$ cat src/sv/avtp_pkg.sv
package avtp_pkg;

	// Ring size in bytes. It must be a power of two, so that a ring offset is a mask.
	localparam int unsigned RING_BYTES = 8192;
	localparam int unsigned MAX_BURST_DEF = 32;
	localparam logic [63:0] NS_PER_SECOND = 64'd1000000000;

	localparam int unsigned OFF_W = 13;
	localparam int unsigned PADDR_W = 5;

	// Register indexes, taken from paddr[4:2].
	localparam logic [2:0] REG_FRAME_BYTES = 3'd0;
	localparam logic [2:0] REG_FRAMES_PER_PACKET = 3'd1;
	localparam logic [2:0] REG_PACKET_PERIOD = 3'd2;
	localparam logic [2:0] REG_TRANSIT = 3'd3;
	localparam logic [2:0] REG_UNCERTAINTY = 3'd4;
	localparam logic [2:0] REG_IEC_MODE = 3'd5;

	typedef struct packed {
		logic [8:0] frame_bytes;
		logic [6:0] frames_per_packet;
		logic [31:0] packet_period_ns;
		logic [31:0] transit_ns;
		logic [31:0] uncertainty_ns;
		logic iec_mode;
	} cfg_t;

	typedef struct packed {
		logic load_in;
		logic do_write;
		logic emit_stat;
		logic emit_desc;
		logic last;
	} cmd_t;

	typedef struct packed {
		logic out_free;
		logic has_pkt;
		logic more_pkt;
	} sts_t;

	function automatic logic [OFF_W-1:0] ring_off(input logic [31:0] idx);
		logic [31:0] m;
		m = idx & 32'(RING_BYTES - 1);
		return m[OFF_W-1:0];
	endfunction

endpackage

$ cat src/sv/avtp_talker_pdu_scheduler.sv
// The write status is loaded into the output register after the S_WRITE and
// S_STAT steps; S_STAT waits while the output register holds a result not taken.
// Each item gives one write status, then N descriptors (0 to MAX_BURST), one
// descriptor a cycle through a single output register while that register is free.
// Reset: arst_n clears ring indices, stream time, counters and the output
// valid; configuration registers return to their default values.
module avtp_talker_pdu_scheduler
	import avtp_pkg::*;
#(
	parameter int unsigned MAX_BURST = MAX_BURST_DEF
) (
	input  logic               clk,
	input  logic               arst_n,
	input  logic               psel,
	input  logic               penable,
	input  logic               pwrite,
	input  logic [PADDR_W-1:0] paddr,
	input  logic [31:0]        pwdata,
	output logic [31:0]        prdata,
	output logic               pready,
	input  logic               in_valid,
	output logic               in_ready,
	input  logic [13:0]        byte_count,
	input  logic [63:0]        now_ns,
	output logic               out_valid,
	input  logic               out_ready,
	output logic               kind,
	output logic               overrun,
	output logic [OFF_W-1:0]   write_offset,
	output logic [OFF_W-1:0]   read_offset,
	output logic [7:0]         sequence_res,
	output logic [63:0]        launch_time,
	output logic [31:0]        presentation_stamp,
	output logic [7:0]         block_count,
	output logic               last
);

	cfg_t cfg;
	cmd_t cmd;
	sts_t sts;

	assign pready = 1'b1;

	avtp_cfg_regs u_cfg (
		.clk     (clk),
		.arst_n  (arst_n),
		.psel    (psel),
		.penable (penable),
		.pwrite  (pwrite),
		.paddr   (paddr),
		.pwdata  (pwdata),
		.prdata  (prdata),
		.cfg     (cfg)
	);

	avtp_ctrl #(
		.MAX_BURST (MAX_BURST)
	) u_ctrl (
		.clk      (clk),
		.arst_n   (arst_n),
		.in_valid (in_valid),
		.in_ready (in_ready),
		.sts      (sts),
		.cmd      (cmd)
	);

	avtp_datapath u_dp (
		.clk                (clk),
		.arst_n             (arst_n),
		.cfg                (cfg),
		.cmd                (cmd),
		.sts                (sts),
		.byte_count         (byte_count),
		.now_ns             (now_ns),
		.out_valid          (out_valid),
		.out_ready          (out_ready),
		.kind               (kind),
		.overrun            (overrun),
		.write_offset       (write_offset),
		.read_offset        (read_offset),
		.sequence_res       (sequence_res),
		.launch_time        (launch_time),
		.presentation_stamp (presentation_stamp),
		.block_count        (block_count),
		.last               (last)
	);

endmodule

$ cat src/sv/avtp_cfg_regs.sv
module avtp_cfg_regs
	import avtp_pkg::*;
(
	input  logic               clk,
	input  logic               arst_n,
	input  logic               psel,
	input  logic               penable,
	input  logic               pwrite,
	input  logic [PADDR_W-1:0] paddr,
	input  logic [31:0]        pwdata,
	output logic [31:0]        prdata,
	output cfg_t               cfg
);

	cfg_t cfg_q;
	logic wr_en;
	logic [2:0] reg_idx;

	assign wr_en = psel && penable && pwrite;
	assign reg_idx = paddr[4:2];
	assign cfg = cfg_q;

	always_ff @(posedge clk or negedge arst_n) begin
		if (!arst_n) begin
			cfg_q.frame_bytes <= 9'd32;
			cfg_q.frames_per_packet <= 7'd6;
			cfg_q.packet_period_ns <= 32'd125000;
			cfg_q.transit_ns <= 32'd2000000;
			cfg_q.uncertainty_ns <= 32'd0;
			cfg_q.iec_mode <= 1'b1;
		end else if (wr_en) begin
			case (reg_idx)
				REG_FRAME_BYTES: cfg_q.frame_bytes <= pwdata[8:0];
				REG_FRAMES_PER_PACKET: cfg_q.frames_per_packet <= pwdata[6:0];
				REG_PACKET_PERIOD: cfg_q.packet_period_ns <= pwdata;
				REG_TRANSIT: cfg_q.transit_ns <= pwdata;
				REG_UNCERTAINTY: cfg_q.uncertainty_ns <= pwdata;
				REG_IEC_MODE: cfg_q.iec_mode <= pwdata[0];
				default: ;
			endcase
		end
	end

	always_comb begin
		case (reg_idx)
			REG_FRAME_BYTES: prdata = {23'd0, cfg_q.frame_bytes};
			REG_FRAMES_PER_PACKET: prdata = {25'd0, cfg_q.frames_per_packet};
			REG_PACKET_PERIOD: prdata = cfg_q.packet_period_ns;
			REG_TRANSIT: prdata = cfg_q.transit_ns;
			REG_UNCERTAINTY: prdata = cfg_q.uncertainty_ns;
			REG_IEC_MODE: prdata = {31'd0, cfg_q.iec_mode};
			default: prdata = 32'd0;
		endcase
	end

endmodule

$ cat src/sv/avtp_ctrl.sv
module avtp_ctrl
	import avtp_pkg::*;
#(
	parameter int unsigned MAX_BURST = MAX_BURST_DEF
) (
	input  logic clk,
	input  logic arst_n,
	input  logic in_valid,
	output logic in_ready,
	input  sts_t sts,
	output cmd_t cmd
);

	localparam int unsigned CW = $clog2(MAX_BURST + 1);

	localparam logic [1:0] S_IDLE = 2'd0;
	localparam logic [1:0] S_WRITE = 2'd1;
	localparam logic [1:0] S_STAT = 2'd2;
	localparam logic [1:0] S_DESC = 2'd3;

	logic [1:0] state_q, state_d;
	logic [CW-1:0] burst_q, burst_d;
	logic burst_end;

	assign in_ready = (state_q == S_IDLE);
	assign burst_end = (burst_q == CW'(MAX_BURST - 1));

	always_comb begin
		state_d = state_q;
		burst_d = burst_q;
		cmd = '0;
		case (state_q)
			S_IDLE: begin
				cmd.load_in = in_valid;
				if (in_valid) begin
					state_d = S_WRITE;
				end
			end
			S_WRITE: begin
				cmd.do_write = 1'b1;
				state_d = S_STAT;
			end
			S_STAT: begin
				if (sts.out_free) begin
					cmd.emit_stat = 1'b1;
					cmd.last = !sts.has_pkt;
					burst_d = '0;
					state_d = sts.has_pkt ? S_DESC : S_IDLE;
				end
			end
			S_DESC: begin
				if (sts.out_free) begin
					cmd.emit_desc = 1'b1;
					cmd.last = !sts.more_pkt || burst_end;
					burst_d = burst_q + CW'(1);
					if (cmd.last) begin
						state_d = S_IDLE;
					end
				end
			end
			default: state_d = S_IDLE;
		endcase
	end

	always_ff @(posedge clk or negedge arst_n) begin
		if (!arst_n) begin
			state_q <= S_IDLE;
			burst_q <= '0;
		end else begin
			state_q <= state_d;
			burst_q <= burst_d;
		end
	end

	a_accept_to_write: assert property (@(posedge clk) disable iff (!arst_n)
		(in_valid && in_ready) |=> (state_q == S_WRITE))
		else $error("accepted item did not start the write step");

	a_burst_bound: assert property (@(posedge clk) disable iff (!arst_n)
		(state_q == S_DESC) |-> (burst_q < CW'(MAX_BURST)))
		else $error("descriptor burst ran past its limit");

endmodule

$ cat src/sv/avtp_datapath.sv
module avtp_datapath
	import avtp_pkg::*;
(
	input  logic             clk,
	input  logic             arst_n,
	input  cfg_t             cfg,
	input  cmd_t             cmd,
	output sts_t             sts,
	input  logic [13:0]      byte_count,
	input  logic [63:0]      now_ns,
	output logic             out_valid,
	input  logic             out_ready,
	output logic             kind,
	output logic             overrun,
	output logic [OFF_W-1:0] write_offset,
	output logic [OFF_W-1:0] read_offset,
	output logic [7:0]       sequence_res,
	output logic [63:0]      launch_time,
	output logic [31:0]      presentation_stamp,
	output logic [7:0]       block_count,
	output logic             last
);

	localparam logic [31:0] RING = 32'(RING_BYTES);

	logic [13:0] count_q;
	logic [63:0] now_q;
	logic [31:0] write_index_q, read_index_q;
	logic [63:0] stream_time_q;
	logic [7:0] seq_q, blk_q;
	logic [15:0] pb_q;
	logic accept_q;
	logic [OFF_W-1:0] woff_hold_q;

	logic out_valid_q, kind_q, overrun_q, last_q;
	logic [OFF_W-1:0] woff_q, roff_q;
	logic [7:0] seq_res_q, blk_res_q;
	logic [63:0] launch_q;
	logic [31:0] pres_q;

	logic [31:0] fill;
	logic fits;
	logic stale;
	logic load_out;

	assign fill = write_index_q - read_index_q;
	assign fits = (fill <= RING) && ({18'd0, count_q} <= RING - fill);
	assign stale = (now_q - stream_time_q) > NS_PER_SECOND;
	assign load_out = cmd.emit_stat || cmd.emit_desc;

	assign sts.out_free = !out_valid_q || out_ready;
	assign sts.has_pkt = (pb_q != 16'd0) && (fill >= {16'd0, pb_q});
	assign sts.more_pkt = fill >= {15'd0, pb_q, 1'b0};

	always_ff @(posedge clk) begin
		pb_q <= {7'd0, cfg.frame_bytes} * {9'd0, cfg.frames_per_packet};
		if (cmd.load_in) begin
			count_q <= byte_count;
			now_q <= now_ns;
		end
		if (cmd.do_write) begin
			accept_q <= fits;
			woff_hold_q <= fits ? ring_off(write_index_q) : '0;
		end
	end

	always_ff @(posedge clk or negedge arst_n) begin
		if (!arst_n) begin
			write_index_q <= '0;
			read_index_q <= '0;
			stream_time_q <= '0;
			seq_q <= '0;
			blk_q <= '0;
		end else if (cmd.do_write) begin
			if (fits) begin
				write_index_q <= write_index_q + {18'd0, count_q};
			end
			if (stale) begin
				stream_time_q <= now_q;
			end
		end else if (cmd.emit_desc) begin
			seq_q <= seq_q + 8'd1;
			stream_time_q <= stream_time_q + {32'd0, cfg.packet_period_ns};
			read_index_q <= read_index_q + {16'd0, pb_q};
			if (cfg.iec_mode) begin
				blk_q <= blk_q + 8'(cfg.frames_per_packet);
			end
		end
	end

	// Output register: the next result is loaded when the register is empty or the current one is taken.
	always_ff @(posedge clk or negedge arst_n) begin
		if (!arst_n) begin
			out_valid_q <= 1'b0;
		end else if (load_out) begin
			out_valid_q <= 1'b1;
		end else if (out_ready) begin
			out_valid_q <= 1'b0;
		end
	end

	always_ff @(posedge clk) begin
		if (cmd.emit_stat) begin
			kind_q <= 1'b0;
			overrun_q <= !accept_q;
			woff_q <= woff_hold_q;
			roff_q <= '0;
			seq_res_q <= '0;
			launch_q <= '0;
			pres_q <= '0;
			blk_res_q <= '0;
			last_q <= cmd.last;
		end else if (cmd.emit_desc) begin
			kind_q <= 1'b1;
			overrun_q <= 1'b0;
			woff_q <= '0;
			roff_q <= ring_off(read_index_q);
			seq_res_q <= seq_q;
			launch_q <= stream_time_q + {32'd0, cfg.uncertainty_ns};
			pres_q <= stream_time_q[31:0] + cfg.uncertainty_ns + cfg.transit_ns;
			blk_res_q <= blk_q;
			last_q <= cmd.last;
		end
	end

	assign out_valid = out_valid_q;
	assign kind = kind_q;
	assign overrun = overrun_q;
	assign write_offset = woff_q;
	assign read_offset = roff_q;
	assign sequence_res = seq_res_q;
	assign launch_time = launch_q;
	assign presentation_stamp = pres_q;
	assign block_count = blk_res_q;
	assign last = last_q;

	a_fill_bound: assert property (@(posedge clk) disable iff (!arst_n)
		(write_index_q - read_index_q) <= RING)
		else $error("ring fill exceeds the ring size");

	a_read_advance: assert property (@(posedge clk) disable iff (!arst_n)
		cmd.emit_desc |=> (read_index_q == $past(read_index_q) + {16'd0, $past(pb_q)}))
		else $error("read index did not advance by one packet");

	a_load_when_free: assert property (@(posedge clk) disable iff (!arst_n)
		load_out |-> sts.out_free)
		else $error("result loaded over one not yet transferred");

endmodule
$ cat config.mk
export PLATFORM = sky130hd
export DESIGN_NAME = avtp_talker_pdu_scheduler
export DESIGN_NICKNAME = d
export VERILOG_FILES = /design/src/sv/avtp_pkg.sv /design/src/sv/avtp_talker_pdu_scheduler.sv /design/src/sv/avtp_cfg_regs.sv /design/src/sv/avtp_ctrl.sv /design/src/sv/avtp_datapath.sv
export SDC_FILE = /design/constraint.sdc
export NUM_CORES = 2
export LEC_CHECK = 0
export ABC_AREA = 1
export BUFFER_PORTS_ARGS = -buffer_cell sky130_fd_sc_hd__buf_2
export CORE_AREA = 2 2 269 377
export DETAILED_ROUTE_END_ITERATION = 10
export DIE_AREA = 0 0 271 379
export GPL_TIMING_DRIVEN = 0
export HOLD_SLACK_MARGIN = 0.12
export PLACE_DENSITY = 0.69
export SYNTH_ARGS = -nofsm -noshare
export SYNTH_HDL_FRONTEND = slang
export SYNTH_SLANG_ARGS = --single-unit
$ cat constraint.sdc
create_clock -name clk -period 12.75 [get_ports clk]
set_clock_uncertainty 0.1 [all_clocks]
set_input_delay 1.275 -clock clk [delete_from_list [all_inputs] [get_ports clk]]
set_output_delay 1.275 -clock clk [all_outputs]
set_load 0.02 [all_outputs]
==> Word level (Yosys, flattened, before mapping) <==
Index checks and enable logic that the tools add are counted.
{ "word_totals": {"register_bits": 515, "input_bits": 122, "output_inout_bits": 176} }
{ "op_classes": {"multipliers": 1, "muxes": 29, "n_addsub": 12, "order_cmp": 5, "bitwise_logic": 1, "n_reduce_logical": 30, "n_eq_ne": 14} }
{ "ops": {"columns": ["operator", "count"], "rows": [
  ["two-way mux 64 bit", 3],
  ["one-hot mux 32 bit (6 select lines)", 1],
  ["adder 64 x 32 -> 64 bit", 2],
  ["adder 32 bit", 2],
  ["> comparator 64 x 30 -> 1 bit (second input constant)", 1],
  ["subtractor 64 bit", 1],
  ["adder 32 x 14 -> 32 bit", 1],
  ["adder 32 x 16 -> 32 bit", 1],
  ["greater-or-equal comparator 32 x 16 -> 1 bit", 1],
  ["greater-or-equal comparator 32 x 17 -> 1 bit", 1],
  ["less-or-equal comparator 14 x 32 -> 1 bit", 1],
  ["less-or-equal comparator 32 x 14 -> 1 bit (second input constant)", 1],
  ["subtractor 14 x 32 -> 32 bit (first input constant)", 1],
  ["subtractor 32 bit", 1],
  ["two-way mux 13 bit", 2],
  ["AND reduction 2 bit", 9],
  ["multiplier 9 x 7 -> 16 bit", 1],
  ["nonzero test 16 bit", 1],
  ["two-way mux 1 bit", 12],
  ["two-way mux 2 bit", 6],
  ["two-way mux 6 bit", 2],
  ["one-hot mux 6 bit (2 select lines)", 1],
  ["adder 8 x 1 -> 8 bit (second input constant)", 1],
  ["adder 8 x 7 -> 8 bit", 1],
  ["20 further kinds", 38]
]} }

==> Depth between registers and ports, before layout <==
{ "logic_depth": {"word_depth": 8, "ltp_mapped": 34} }

==> By module <==
A second synthesis with hierarchy kept.
{ "unflattened": {"cells_unflattened": 6080, "area_unflattened_um2": 42102.9} }
{ "modules_own_cells": {"columns": ["module", "area_per_inst_um2", "cells_per_inst", "n_inst"], "rows": [
  ["avtp_datapath", 36243.5, 5366, 1],
  ["avtp_cfg_regs", 5336.4, 642, 1],
  ["avtp_ctrl", 511.7, 70, 1],
  ["avtp_talker_pdu_scheduler", 11.3, 2, 1]
]} }

==> Worst setup path after synthesis <==
OpenSTA, ideal clock, no wires.
{ "synth_path": {"kind": "input to register", "startpoint": "input in_valid", "endpoint": "register u_dp.count_q[0] (enable)", "slack_ps": 7578, "arrival_time_ps": 4557, "path_buffers": 0, "setup_ps": 515, "cell_stages": 2, "cell_sequence": "inv_1 > nor2_1"} }
{ "synth_lines": {"columns": ["element", "line_no", "text"], "rows": [
  ["start: declaration", "avtp_talker_pdu_scheduler.sv:21", "input logic in_valid,"],
  ["end signal: assignment", "avtp_datapath.sv:58", "count_q <= byte_count;"],
  ["end: declaration", "avtp_datapath.sv:26", "logic [13:0] count_q;"]
]} }

==> Worst setup path after layout <==
{ "layout_path": {"startpoint": "register u_dp.write_index_q[0]", "endpoint": "register u_dp.write_index_q[26]"} }
{ "layout_between": {"elab_chain_cells": 5, "word_cells_on_any_way": 7} }
{ "layout_lines": {"columns": ["element", "line_no", "text"], "rows": [
  ["start: declaration", "avtp_datapath.sv:28", "logic [31:0] write_index_q, read_index_q;"],
  ["start signal: assignment", "avtp_datapath.sv:76", "write_index_q <= write_index_q + {18'd0, count_q};"],
  ["subtractor 32 bit", "avtp_datapath.sv:46", "assign fill = write_index_q - read_index_q;"],
  ["subtractor 14 x 32 -> 32 bit", "avtp_datapath.sv:47", "assign fits = (fill <= RING) && ({18'd0, count_q} <= RING - fill);"],
  ["less-or-equal comparator 14 x 32 -> 1 bit", "avtp_datapath.sv:47", null],
  ["logical AND 1 bit", "avtp_datapath.sv:47", null],
  ["AND reduction 2 bit (no line)", null, null]
]} }
Parallel ways exist; a longest one is shown, timed or not.
A chain may end at the register's enable or synchronous reset.

==> metrics.md <==
| Metric | Value |
|---|---|
| Vias | around 41000 |
| Starting Density | 41.7% |
| Nets@finish | just under 7000 |
| Share of cells above drive strength 1 | around 9.8% |
| Dpl hpwl | about 140 mm |
| First-pass GRT wire length | around 240 mm |
| Synth-to-Final Area Change | 12.9% |
| Pwr Total | ~12 mW |
| DIE HEIGHT | roughly 380 µm |
| Terminating pin of the worst hold path | u_dp.presentation_stamp[2]$_SDFFE_PP0P_ |
| Min-Delay Path Depth | 2 |
| Post-synthesis cell area | 0.0414 mm² |
| Die ar. | slightly above 0.1 mm² |
| Status | finished clean |
| CTS Hold Bufs | 0 |
| WL final | ~170 mm |
| Cell area power density | ~260 mW/mm² |
| Vias in the first global route | 40914 |
| R2R Setup Slk | about 7.3 ns |
| CTS Buf Count | 56 |
| Peak supply drop | 0.146 mV |
| Clk pin slew, worst setup/hold paths | roughly 0.07 ns |
| Largest net degree at the start of global routing | 108 |
| Post-synth top area share | 15.0% |
| CTS Sinks | roughly 500 |
| Max_cap viols | 0 |
| Gpl congestion | slightly above 1 |
| Setup tns final | 0 ns |
| Worst Min Path Start | u_dp.presentation_stamp[2]$_SDFFE_PP0P_ |
| Sequential element share of the synthesized area | a little under a third |
| GRT Total Usage | between 30% and 40% |
| Endpoints failing hold | 0 |
| FFs w/ async S/R, synth | between 50 and 60% |
| Die Width | 271 µm |
| Crit path required time | 13.20 ns |
| Reg2reg end | u_dp.write_index_q[26]$_DFFE_PN0P_ |
| Final worst path period need | 5.50 ns |
| Worst Max-Slew Pin Slew | 1.29 ns |
| Max Freq | 0.182 GHz |
| Crit path top cell by count | nand2_1 |
| Post-CTS setup repair buffer count | 0 |
| Number of enable flip-flop cells after synthesis | between 100 and 150 |
| Slowest CP cell | fa_1 |
| Startpoint Class | register |
| Max Root-Sink Buffers | 3 |
| Port Buffers | just under 300 |
| Main synth FF type | dfrtp_1 |
| Top cells by area, synth | dfrtp_1, nand2_1, ha_1, inv_1, edfxtp_1 |
| Leak Pwr | 23.1 nW |
| CTS Root Cell | clkbuf_16 |
| Final setup fails | 0 |
| Crit-path max cell delay | 0.48 ns |
| Slew HR | ~14% |
| Drt via density | around 5.4 |
| CTS tree | built |
| Worst-skew pair later-pin latency | 0.70 ns |
| Number of remaining DRC errors | 0 |
| Row cnt | approximately 140 |
| Syn. warnings | 0 |
| Delay-heaviest family, CP | simple AND/OR/NAND/NOR gates |
| Hold/Removal Path Class | reg2reg |
| Netlist cell types | 69 |
| Slew Viols, Final | 0 |
| Crit end category | register |
| RSZ-0062 raised after global routing | false |
| Syn nets | 6388 |
| Post-Syn Instances | a little under 6000 |
| Yosys reg bits | slightly above 500 |
| Antenna-violating nets left | 0 |
| Reg2Reg Depth | 33 |
| CP Class | reg2reg |
| DR iter-0 viols | just under 3000 |
| Worst path bufs/invs | 4 |
| Synth area leader | dfrtp_1 |
| Initial antenna violation count | 10 |
| H-tree depth | 2 |
| Core area | ~0.099 mm² |
| Gates resized, CTS repair | 0 |
| Length of the first detailed-routing pass in iterations | 5 |
| DR WL/cell | around 22 µm |
| Tcrit/Tclk final | 43.1% |
| GR Overflow Total | 0 |
| Crit path DAT | 5.94 ns |
| R2R Path Start | u_dp.write_index_q[0]$_DFFE_PN0P_ |
| # fillers | about 10000 |
| WP depth | 33 |
| Synthesized area per cell | slightly above 7 µm² |
| Crit Path Max Fanout | 6 |
| Io pins | about 300 |
## layer usage
metal  GRT usage (%)  wire length, µm  share of wire, %  vias up
met5               0               61             0.037        -
met4            25.0            15000               9.0        8
met3            4.98             9880               5.9      501
met2            56.4            81300                49     1456
met1            33.2            60000                36    19413
li1                -                -                 -    19863
## cell families (layout without fill, tap and decap cells)
family | Yosys count | in the layout | synth area share [%]
AND/OR/NAND/NOR | 2626 | 2626 | 27.0
buffers and inverters | 1091 | 1495 | 10.1
AO/OA/AOI/OAI | 1061 | 1061 | 14.8
flip-flops | 515 | 515 | 30.8
adder cells (fa/ha/maj) | 381 | 381 | 12.8
XOR/XNOR | 187 | 187 | 3.96
multiplexers | 23 | 23 | 0.626
other | 1 | 5 | 0.00906
## layout make-up
cell class,instances,area (µm²),area share (%)
multi-input cells,4279,24500,52.4
flip-flops and latches,515,12700,27.3
inverters,960,3600,7.71
well taps,1320,1650,3.53
repair buffers,298,1580,3.37
clock buffers,69,1530,3.28
plain buffers,131,582,1.25
clock inverters,37,541,1.16
diodes,4,10.0,0.0214
## worst max path at each step
stage                                      startpoint                            endpoint
finish              u_dp.write_index_q[0]$_DFFE_PN0P_  u_dp.write_index_q[26]$_DFFE_PN0P_
global route                u_cfg.cfg[99]$_DFFE_PN1P_               u_dp.pb_q[14]$_DFF_P_
CTS                         u_cfg.cfg[99]$_DFFE_PN1P_               u_dp.pb_q[14]$_DFF_P_
detailed placement          u_cfg.cfg[99]$_DFFE_PN1P_               u_dp.pb_q[14]$_DFF_P_
global placement                               arst_n  u_dp.write_index_q[25]$_DFFE_PN0P_
floorplan                                    in_valid           u_dp.count_q[0]$_DFFE_PP_
## Yosys cell counts (all sizes together), types with 8 or more instances
master,count
inv,958
a21oi,346
ha,308
o31ai,9
o211ai,22
fa,73
buf,32
nand3b,8
nor2,553
nand4,72
nand2,1527
dfxtp,142
a21o,19
mux2,23
dfstp,18
o21ai,434
xnor2,51
nor3,79
or2,13
o21a,18
o221ai,44
nand3,336
a21boi,31
o22ai,9
edfxtp,107
a31oi,30
nor4,25
clkbuf,99
dfrtp,248
o21bai,65
xor2,136
## power breakdown
group	internal (mW)	total (mW)	switching (mW)
logic	2.45	7.46	5.01
registers	2.21	2.77	0.555
clock network	1.06	1.87	0.814
## sequential cells by signal (all words and copies together) (netlist names), 13 cells and up
signal	cells
u_cfg.cfg	113
u_dp.launch_time	64
u_dp.now_q	64
u_dp.stream_time_q	64
u_dp.presentation_stamp	32
u_dp.read_index_q	32
u_dp.write_index_q	32
u_dp.pb_q	16
u_dp.count_q	14
u_dp.read_offset	13
u_dp.woff_hold_q	13
u_dp.write_offset	13
## per-stage QoR
step	hold slack [ns]	area [µm²]	worst slack, ns	instances	util (%)
floorplan	0.363	41400	7.58	5885	-
global placement	0.338	44500	4.92	7499	44.9
detailed placement	0.341	44600	7.33	7503	45.0
CTS	0.358	46700	7.29	7609	47.1
global route	0.386	46700	6.82	7610	47.1
finish	0.354	46700	7.25	7613	47.1
## tightest hold or removal path, delay by kind of cell (launching register included)
family,cells,cell delay (ns)
flops,1,0.32
compound gates,1,0.05
simple gates,1,0.05
## placed cells by master (no fill, tap or decap), types with 18 or more instances in the layout
master	n
edfxtp_1	107
mux2_2	23
o21a_1	18
o21bai_1	65
ha_1	308
dfrtp_1	248
nand2_1	1481
nand2_2	39
nor4_1	24
xnor2_1	51
a21o_1	19
fa_1	73
clkbuf_1	95
a31oi_1	30
o211ai_1	22
nor3_1	74
dfxtp_1	142
dfstp_2	18
inv_1	945
o21ai_0	407
a21oi_1	345
nor2_1	527
nand3_1	311
nand4_1	72
clkbuf_16	56
buf_2	300
o221ai_1	44
a21boi_0	26
nand3_2	25
xor2_1	136
Power figures use the tool's default switching activity.
